===== config.mk =====
export PLATFORM = sky130hd
export DESIGN_NAME = onewire_bus_master
export DESIGN_NICKNAME = d
export VERILOG_FILES = /design/src/hw/rtl/owm_pkg.sv /design/src/hw/rtl/owm_seq.sv /design/src/hw/rtl/onewire_bus_master.sv
export SDC_FILE = /design/constraint.sdc
export NUM_CORES = 1
export LEC_CHECK = 0
export ABC_AREA = 0
export BUFFER_PORTS_ARGS = -buffer_cell sky130_fd_sc_hd__buf_2
export CAP_MARGIN = 10
export CORE_UTILIZATION = 45
export CTS_CLUSTER_SIZE = 10
export DETAILED_ROUTE_END_ITERATION = 10
export PLACE_DENSITY_LB_ADDON = 0.1
export SLEW_MARGIN = 25
export SYNTH_ARGS = -nofsm -noshare
export SYNTH_HDL_FRONTEND = slang
export SYNTH_HIERARCHICAL = 1
export SYNTH_SLANG_ARGS = --single-unit
export TNS_END_PERCENT = 1

===== constraint.sdc =====
create_clock -name clk -period 5.9 [get_ports clk]
set_input_delay 1.18 -clock clk [delete_from_list [all_inputs] [get_ports clk]]
set_output_delay 1.18 -clock clk [all_outputs]
set_load 0.01 [all_outputs]

===== src/hw/rtl/owm_pkg.sv =====
// owm_pkg: shared types and constants of the single-wire bus master
// used by owm_seq and onewire_bus_master; no dependencies

package owm_pkg;

    localparam int unsigned CfgIndexW = 3;
    localparam int unsigned CfgDataW  = 10;
    localparam int unsigned TickW     = 10;

    // configuration register indexes
    localparam logic [CfgIndexW-1:0] REG_RESET_LOW     = 3'd0;
    localparam logic [CfgIndexW-1:0] REG_PRESENCE_WAIT = 3'd1;
    localparam logic [CfgIndexW-1:0] REG_WRITE_SLOT    = 3'd2;
    localparam logic [CfgIndexW-1:0] REG_READ_SAMPLE   = 3'd3;
    localparam logic [CfgIndexW-1:0] REG_READ_RECOVERY = 3'd4;
    localparam logic [CfgIndexW-1:0] REG_LOW_PULSE     = 3'd5;

    // command kinds
    localparam logic [1:0] ACT_RESET = 2'd0;
    localparam logic [1:0] ACT_WRITE = 2'd1;
    localparam logic [1:0] ACT_READ  = 2'd2;
    localparam logic [1:0] ACT_NONE  = 2'd3;

    typedef enum logic [2:0] {
        PH_IDLE     = 3'd0,
        PH_RST_LOW  = 3'd1,
        PH_RST_WAIT = 3'd2,
        PH_WR_SLOT  = 3'd3,
        PH_RD_LOW   = 3'd4,
        PH_RD_WAIT  = 3'd5,
        PH_RD_REC   = 3'd6
    } phase_t;

    typedef struct packed {
        logic [9:0] reset_low_ticks;
        logic [9:0] presence_wait_ticks;
        logic [7:0] write_slot_ticks;
        logic [7:0] read_sample_ticks;
        logic [7:0] read_recovery_ticks;
        logic [3:0] low_pulse_ticks;
    } owm_cfg_t;

    typedef struct packed {
        logic [7:0] read_data;
        logic       presence;
        logic       done_res;
        logic       busy_res;
        logic       line_release;
    } owm_res_t;

endpackage


===== src/hw/rtl/owm_seq.sv =====
// owm_seq: bus sequencer state (phase, tick counter, bit index, shift byte)
// and the per-tick step logic; depends on owm_pkg

module owm_seq (
    input  logic              clk,
    input  logic              rst_n,
    input  logic              step_en,
    input  logic              start_req,
    input  logic [1:0]        action,
    input  logic [7:0]        write_data,
    input  logic              line_level,
    input  owm_pkg::owm_cfg_t cfg,
    output owm_pkg::owm_res_t res
);
    import owm_pkg::*;

    phase_t           phase_reg, phase_next;
    logic [TickW-1:0] tick_reg, tick_next;
    logic [2:0]       bit_reg, bit_next;
    logic [7:0]       shift_reg, shift_next;
    logic             presence_reg, presence_next;
    logic [7:0]       rbyte_reg, rbyte_next;

    phase_t           ph;
    logic [TickW-1:0] tc;
    logic [2:0]       bi;
    logic [7:0]       sb;
    logic [TickW:0]   nxt;
    logic             go, bit_end, wbit;
    logic [TickW:0]   lp, rst_len, pres_len, slot_len, samp_len, rec_len;

    always_comb
    begin
        lp       = (cfg.low_pulse_ticks == 4'd0) ? 11'd1 : {7'd0, cfg.low_pulse_ticks};
        rst_len  = (cfg.reset_low_ticks == 10'd0) ? 11'd1 : {1'b0, cfg.reset_low_ticks};
        pres_len = (cfg.presence_wait_ticks == 10'd0) ? 11'd1
                                                      : {1'b0, cfg.presence_wait_ticks};
        slot_len = (cfg.write_slot_ticks == 8'd0) ? 11'd1 : {3'd0, cfg.write_slot_ticks};
        samp_len = (cfg.read_sample_ticks == 8'd0) ? 11'd1 : {3'd0, cfg.read_sample_ticks};
        rec_len  = {3'd0, cfg.read_recovery_ticks};
    end

    // command start folds into the first tick
    always_comb
    begin
        go = (phase_reg == PH_IDLE) && start_req && (action != ACT_NONE);
        ph = phase_reg;
        tc = tick_reg;
        bi = bit_reg;
        sb = shift_reg;
        if (go)
        begin
            tc = '0;
            bi = '0;
            case (action)
                ACT_RESET: ph = PH_RST_LOW;
                ACT_WRITE:
                begin
                    ph = PH_WR_SLOT;
                    sb = write_data;
                end
                default:
                begin
                    ph = PH_RD_LOW;
                    sb = '0;
                end
            endcase
        end
        nxt = {1'b0, tc} + 11'd1;
    end

    always_comb
    begin
        phase_next    = ph;
        tick_next     = tc;
        bit_next      = bi;
        shift_next    = sb;
        presence_next = presence_reg;
        rbyte_next    = rbyte_reg;
        bit_end       = 1'b0;
        wbit          = sb[bi];
        res.line_release = 1'b1;
        res.busy_res     = (ph != PH_IDLE);
        res.done_res     = 1'b0;

        case (ph)
            PH_RST_LOW:
            begin
                res.line_release = 1'b0;
                if (nxt >= rst_len)
                begin
                    phase_next = PH_RST_WAIT;
                    tick_next  = '0;
                end
                else
                    tick_next = nxt[TickW-1:0];
            end
            PH_RST_WAIT:
            begin
                if (nxt >= pres_len)
                begin
                    presence_next = ~line_level;
                    res.done_res  = 1'b1;
                    phase_next    = PH_IDLE;
                    tick_next     = '0;
                    bit_next      = '0;
                end
                else
                    tick_next = nxt[TickW-1:0];
            end
            PH_WR_SLOT:
            begin
                res.line_release = wbit && ({1'b0, tc} >= lp);
                if (nxt >= slot_len)
                begin
                    tick_next = '0;
                    if (bi == 3'd7)
                    begin
                        res.done_res = 1'b1;
                        phase_next   = PH_IDLE;
                        bit_next     = '0;
                    end
                    else
                        bit_next = bi + 3'd1;
                end
                else
                    tick_next = nxt[TickW-1:0];
            end
            PH_RD_LOW:
            begin
                res.line_release = 1'b0;
                if (nxt >= lp)
                begin
                    phase_next = PH_RD_WAIT;
                    tick_next  = '0;
                end
                else
                    tick_next = nxt[TickW-1:0];
            end
            PH_RD_WAIT:
            begin
                if (nxt >= samp_len)
                begin
                    if (line_level)
                        shift_next[bi] = 1'b1;
                    if (cfg.read_recovery_ticks == 8'd0)
                        bit_end = 1'b1;
                    else
                    begin
                        phase_next = PH_RD_REC;
                        tick_next  = '0;
                    end
                end
                else
                    tick_next = nxt[TickW-1:0];
            end
            PH_RD_REC:
            begin
                if (nxt >= rec_len)
                    bit_end = 1'b1;
                else
                    tick_next = nxt[TickW-1:0];
            end
            default:
            begin
                phase_next = PH_IDLE;
                tick_next  = '0;
            end
        endcase

        if (bit_end)
        begin
            tick_next = '0;
            if (bi == 3'd7)
            begin
                rbyte_next   = shift_next;
                res.done_res = 1'b1;
                phase_next   = PH_IDLE;
                bit_next     = '0;
            end
            else
            begin
                bit_next   = bi + 3'd1;
                phase_next = PH_RD_LOW;
            end
        end

        res.presence  = presence_next;
        res.read_data = rbyte_next;
    end

    always_ff @(posedge clk or negedge rst_n)
    begin
        if (!rst_n)
        begin
            phase_reg    <= PH_IDLE;
            tick_reg     <= '0;
            bit_reg      <= '0;
            shift_reg    <= '0;
            presence_reg <= 1'b0;
            rbyte_reg    <= '0;
        end
        else if (step_en)
        begin
            phase_reg    <= phase_next;
            tick_reg     <= tick_next;
            bit_reg      <= bit_next;
            shift_reg    <= shift_next;
            presence_reg <= presence_next;
            rbyte_reg    <= rbyte_next;
        end
    end

endmodule


===== src/hw/rtl/onewire_bus_master.sv =====
// onewire_bus_master: single-wire bus master, one item per bus tick
// depends on owm_pkg and owm_seq
//
//  channel  | direction | payload
//  ---------+-----------+----------------------------------------------------
//  s_*      | in        | tick: command request, write byte, sampled line
//  m_*      | out       | tick result: line drive, busy, done, presence, byte
//  cfg_*    | in        | register write: index and data
//
// one item per clock while s_tready is high: the step logic sits between the
// sequencer state and one output register, so items are taken back to back
// m_tvalid rises in the cycle after the accept
// s_tready drops only while the output register holds an item m_tready refuses
// reset puts the sequencer idle and loads the register defaults

module onewire_bus_master (
    input  logic                            clk,
    input  logic                            rst_n,
    input  logic                            s_tvalid,
    output logic                            s_tready,
    input  logic [15:0]                     s_tdata,   // write_data[7:0], line_level[8]
    input  logic [2:0]                      s_tuser,   // start_req[0], action[2:1]
    output logic                            m_tvalid,
    input  logic                            m_tready,
    output logic [15:0]                     m_tdata,   // line_release[0], busy_res[1],
                                                       // done_res[2], presence[3],
                                                       // read_data[11:4]
    input  logic                            cfg_valid,
    output logic                            cfg_ready,
    input  logic [owm_pkg::CfgIndexW-1:0]   cfg_index,
    input  logic [owm_pkg::CfgDataW-1:0]    cfg_data
);
    import owm_pkg::*;

    owm_cfg_t cfg_reg;
    owm_res_t step_res;
    owm_res_t res_reg;
    logic     out_valid_reg;
    logic     accept;

    assign s_tready  = !out_valid_reg || m_tready;
    assign accept    = s_tvalid && s_tready;
    assign cfg_ready = 1'b1;

    always_ff @(posedge clk or negedge rst_n)
    begin
        if (!rst_n)
        begin
            cfg_reg.reset_low_ticks     <= 10'd480;
            cfg_reg.presence_wait_ticks <= 10'd112;
            cfg_reg.write_slot_ticks    <= 8'd60;
            cfg_reg.read_sample_ticks   <= 8'd15;
            cfg_reg.read_recovery_ticks <= 8'd45;
            cfg_reg.low_pulse_ticks     <= 4'd1;
        end
        else if (cfg_valid)
        begin
            case (cfg_index)
                REG_RESET_LOW:     cfg_reg.reset_low_ticks     <= cfg_data;
                REG_PRESENCE_WAIT: cfg_reg.presence_wait_ticks <= cfg_data;
                REG_WRITE_SLOT:    cfg_reg.write_slot_ticks    <= cfg_data[7:0];
                REG_READ_SAMPLE:   cfg_reg.read_sample_ticks   <= cfg_data[7:0];
                REG_READ_RECOVERY: cfg_reg.read_recovery_ticks <= cfg_data[7:0];
                REG_LOW_PULSE:     cfg_reg.low_pulse_ticks     <= cfg_data[3:0];
                default:           ;
            endcase
        end
    end

    owm_seq u_seq (
        .clk        (clk),
        .rst_n      (rst_n),
        .step_en    (accept),
        .start_req  (s_tuser[0]),
        .action     (s_tuser[2:1]),
        .write_data (s_tdata[7:0]),
        .line_level (s_tdata[8]),
        .cfg        (cfg_reg),
        .res        (step_res)
    );

    always_ff @(posedge clk or negedge rst_n)
    begin
        if (!rst_n)
            out_valid_reg <= 1'b0;
        else if (accept)
            out_valid_reg <= 1'b1;
        else if (m_tready)
            out_valid_reg <= 1'b0;
    end

    always_ff @(posedge clk)
    begin
        if (accept)
            res_reg <= step_res;
    end

    assign m_tvalid = out_valid_reg;
    assign m_tdata  = {4'd0, res_reg.read_data, res_reg.presence, res_reg.done_res,
                       res_reg.busy_res, res_reg.line_release};

endmodule


---- Word level (Yosys, flattened, before mapping) ----
Index checks and enable logic that the tools add are counted.
cells by class
  $add $sub $neg .......................... 2
  $mul .................................... 0
  divide/modulo/power cells ............... 0
  magnitude comparators ................... 9
  equality and inequality tests ........... 14
  shift-type cells ........................ 0
  mux-type cells .......................... 59
  bitwise logic cells ..................... 2
  reductions and logical operators ........ 25
operator list
  kind                                                 number
  two-way mux 10 bit                                   11
  two-way mux 8 bit                                    8
  one-hot mux 10 bit (6 select lines)                  1
  greater-or-equal comparator 11 bit                   5
  two-way mux 3 bit                                    15
  logical NOT 8 bit                                    3
  logical NOT 10 bit                                   2
  equality test 3 bit, second input constant           6
  one-hot mux 3 bit (6 select lines)                   1
  one-hot mux 8 bit (2 select lines)                   1
  two-way mux 1 bit                                    14
  equality test 3 x 2 -> 1 bit, second input constant  4
  one-hot mux 3 bit (2 select lines)                   2
  AND reduction 2 bit                                  6
  adder 10 x 1 -> 11 bit, second input constant        1
  greater-or-equal comparator 10 x 11 -> 1 bit         1
  greater-or-equal comparator 11 x 8 -> 1 bit          1
  bitwise OR 8 bit                                     1
  equality test 3 x 1 -> 1 bit, second input constant  2
  logical NOT 3 bit                                    2
  one-hot mux 1 bit (2 select lines)                   3
  logical AND 1 bit                                    5
  logical NOT 4 bit                                    1
  < comparator 3 x 4 -> 1 bit, second input constant   1
  14 further kinds                                     14
word-level totals
  register bits ........................... 94
  latch bits .............................. 0
  bits in writable memories ............... 0
  bits in read-only memories .............. 0
  bits of input ports ..................... 37
  output and inout bits ................... 19
  word-level logic and storage cells ...... 129
  memories ................................ 0

---- Depth between registers and ports, before layout ----
  depth in word-level cells ............... 14
  gate-level depth with buffers ........... 17
  depth with buffers taken out ............ 14

---- By module ----
The synthesis kept the hierarchy.
by module, submodules not included
  module              times used  cells an instance  area an instance (um2)  sequential area each (um2)
  owm_seq             1           451                3,682.3                 825.8
  onewire_bus_master  1           129                2,431.1                 1,611.5

---- Worst setup path after synthesis ----
OpenSTA, ideal clock, no wires.
  path type ............................... input to register
  start ................................... in s_tuser[0]
  end ..................................... reg res_reg, in the netlist m_tdata[2], data pin
  setup time .............................. 0.254 ns
  arrival time ............................ 4.307 ns
  required time ........................... 5.646 ns
  path slack .............................. 1.339 ns
  stages .................................. 13
  buffers on the path ..................... 2
  cells stage by stage .................... a21bo_4 > nor2_8 > buf_2 > buf_1 > nor2_1 > ha_1 > a211o_1 > o311a_1 > a2111oi_2 > maj3_2 > o21ai_1 > a21o_1 > a21o_1
RTL lines
  what                  line                      RTL
  from (decl)           onewire_bus_master.sv:22  input logic [2:0] s_tuser,
  to (signal assigned)  onewire_bus_master.sv:95  res_reg <= step_res;
  to (decl)             onewire_bus_master.sv:37  owm_res_t res_reg;

==> flow_summary.yaml <==
outcome:
  status: "finished clean"
die:
  top_level_ports: 56
  initial_standard_cell_utilization_of_the_core_pct: 46.2
  area_inside_the_core_boundary_um2: 13200
  dieWidth_um: 119
  placementRows: 42
  floorplan.die_area_um2: 14100
  fp.dieH_um: 119
setup_path:
  critPathLaunchType: "primary input"
  timing.critical_path.required_ns: 6.14
  critical_path_sink_type: "flip-flop"
  r2r_slack_ns: 1.49
  worst_path_cell_chain: "buf_2 -> a21bo_4 -> o21ai_1 -> inv_1 -> ha_1 -> nand2b_1 -> a2111oi_0 -> nor4_1 -> nor4_1 -> maj3_2 -> o21ai_1 -> and2_2 -> mux2i_1 -> mux2_2"
  worstPathMaxFanout: 7
  worst_path_largest_cell_delay_ns: 0.73
  critical-path-slowest-cell: "sky130_fd_sc_hd__a2111oi_0"
  critical_setup_path_kind: "in2reg"
  cp.arrival_ns: 4.88
clock_tree:
  cts.sink_count: 94
  cts_tree: "done"
  cts_root_cell: "sky130_fd_sc_hd__clkbuf_16"
  setup_fix_bufs_post_cts: 0
  clk_latency_ns: 0.36
  cts_inserted_buffers: 9
  cts_hold_buf: 0
  postCtsResizedCells: 0
  ctsLongestPathBuffers: 2
  path_clk_slew_ns: 0.07
  htree_num_levels: 3
timing:
  finalSetupViolations: 0
  holdWs_ns: 0.495
  report.final.hold_viol_count: 0
  report.final.slew_viol_count: 0
  timing_worst_slew_pin_value_ns: 0.792
  finalCriticalPeriod_ns: 4.63
  worst_clock_skew_ns: 0.00684
  achievable-frequency_mhz: 216
  setup_repair_after_global_routing_missed_its_margin: "false"
  setup-tns-final_ns: 0
  relSlewSlack_pct: 45.8
  min_period_over_period_pct: 78.5
layout:
  largest_register_ff_count: 48
  most-common-layout-cells: "sky130_fd_sc_hd__dfrtp_1 (62), sky130_fd_sc_hd__inv_1 (49), sky130_fd_sc_hd__nor2_1 (43), sky130_fd_sc_hd__buf_2 (42), sky130_fd_sc_hd__ha_1 (40)"
  antenna_cells: 0
  drive_gt1_share_pct: 27.0
  filler_cell_count: 1238
  post_synthesis_to_final_layout_area_growth_pct: 9.74
  final_common_cell: "sky130_fd_sc_hd__dfrtp_1"
  nNetsFinal: 686
synth:
  synthesis.yosys.warnings: 6
  synth_seq_cells: 94
  synthesis.area_per_instance_um2: 10.5
  postSynth.asyncResetShare_pct: 87.2
  syn_std_cell_area_um2: 6110
  seq_area_frac_synth_pct: 39.9
  dominantRegCellSynth: "sky130_fd_sc_hd__dfrtp_1"
  synth_edf_count: 12
  syn_inst: 580
  synth_cell_type_count: 92
power_and_ir_drop:
  power.share.switching_pct: 36.2
  cellInternalPower_uw: 1560
  combPwrFrac_pct: 35.4
  peakVddDrop_mv: 0.208
  leakage_dissipation_uw: 0.00307
  total_switching_power_uw: 883
  clk_network_pwr_share_pct: 26.1
  seqPwrFrac_pct: 38.5
  powerDensity_nw_per_um2: 364
route:
  wl_per_cell_um: 19.0
  number_of_iterations_in_the_first_detailed_routing_pass: 5
  drcViolationCount: 0
  via_count_normalized_by_instance_count: 5.81
  ant_nets: 0
  routed_wl_um: 15000
  num_vias: 4591
  detailedRoute.firstIterationViolations: 358
place:
  finalWeightedCongestion: 0.859
  port_buffers: 43
  place_hpwl_um: 11100
global_route:
  grt_pass1_wl_um: 24600
  grt_pass1_vias: 4494
  grt_overflow: 0
  grt_util_all_layers_pct: 22.9
  grt_start_max_net_pins: 83
  antenna_found_initial: 0
job:
  maxCapViolCount: 0
worst_hold_path:
  min-delay-path-class: "reg2reg"
==> final cells by class <==
class	instances	area (um2)	share of cell area [%]
clock buffers	9	225	3.36
clock inverters	7	93.8	1.40
inverters	49	184	2.74
flip-flops and latches	94	2440	36.3
repair buffers	45	236	3.52
well taps	176	220	3.28
multi-input cells	410	3310	49.4
==> path summary, 6_finish.rpt <==
path                                                   to                      startpoint  cells past startpoint
min                        u_seq/rbyte_reg[6]$_DFFE_PN0P_  u_seq/rbyte_reg[6]$_DFFE_PN0P_                      2
min in group asynchronous  u_seq/rbyte_reg[7]$_DFFE_PN0P_                           rst_n                      1
max in group asynchronous         cfg_reg[36]$_DFFE_PN0P_                           rst_n                      1
max reg2reg                u_seq/presence_reg$_DFFE_PN0P_  u_seq/phase_reg[1]$_DFFE_PN0P_                     13
max                        u_seq/presence_reg$_DFFE_PN0P_                      s_tuser[1]                     14
min reg2reg                u_seq/rbyte_reg[6]$_DFFE_PN0P_  u_seq/rbyte_reg[6]$_DFFE_PN0P_                      2
==> critical path, delay by kind of cell <==
family                     cells  cell delay (ns)
AOI/OAI and AO/OA              4             1.44
adders and majority gates      2             0.62
buffers and inverters          2             0.35
muxes                          2             0.40
and+or+nand+nor                4             0.87
==> cells in the mapped netlist, drive strengths merged (4+ instances only) <==
cell type / number / area [um2]
a21boi: 6 / 56.3
a21o: 5 / 37.5
a21oi: 31 / 159
a221oi: 4 / 35.0
a222oi: 5 / 50.1
a31oi: 4 / 25.0
a32o: 6 / 60.1
and2: 4 / 26.3
and3: 4 / 30.0
buf: 22 / 163
clkbuf: 8 / 30.0
dfrtp: 62 / 1550
dfstp: 20 / 526
edfxtp: 12 / 360
ha: 40 / 500
inv: 49 / 184
mux2: 50 / 661
nand2: 31 / 129
nand2b: 6 / 37.5
nand3: 16 / 80.1
nand4: 4 / 40.0
nor2: 45 / 188
nor2b: 4 / 25.0
nor3: 14 / 80.1
nor4: 8 / 56.3
nor4b: 4 / 56.3
o211ai: 6 / 55.1
o21ai: 32 / 160
o32ai: 4 / 50.1
or3: 4 / 30.0
or4: 4 / 30.0
xnor2: 7 / 68.8
==> through the flow <==
step	cell area [um2]	std cells	util [%]	total power (uW)	setup WS (ns)
2_1_floorplan	6120	583	-	1580	1.34
3_3_place_gp	6390	774	48.2	1790	0.878
3_5_place_dp	6390	774	48.3	1810	0.970
4_1_cts	6710	790	50.7	2460	1.34
5_1_grt	6710	790	50.7	2610	1.02
6_report	6710	790	50.7	2440	1.27
==> per-layer routing <==
metal	track usage [%]	wire [um]	up-vias
met5	0	0	-
met4	7.91	272	0
met3	4.20	620	15
met2	36.0	7010	126
met1	31.5	7070	2250
li1	-	-	2200
==> kinds of logic (layout without fill, tap and decap cells) <==
logic type	Yosys count	after routing	share of synthesized area, %
AOI/OAI and AO/OA	139	139	17.2
xor gates and xnor gates	8	8	1.27
adders and majority gates	43	43	8.72
buffers and inverters	79	110	6.16
DFF	94	94	39.9
muxes	52	52	11.1
other	2	5	0.123
and+or+nand+nor	163	163	15.5
==> power groups by stage <==
stage                     logic, uW  clock network (uW)  registers, uW
after global placement          840                   0            946
after global routing            963                 686            962
after floorplan                 691                   0            889
final                           864                 636            940
after CTS                       864                 655            939
after detailed placement        859                   0            951
(Power assumes the default switching activity.)
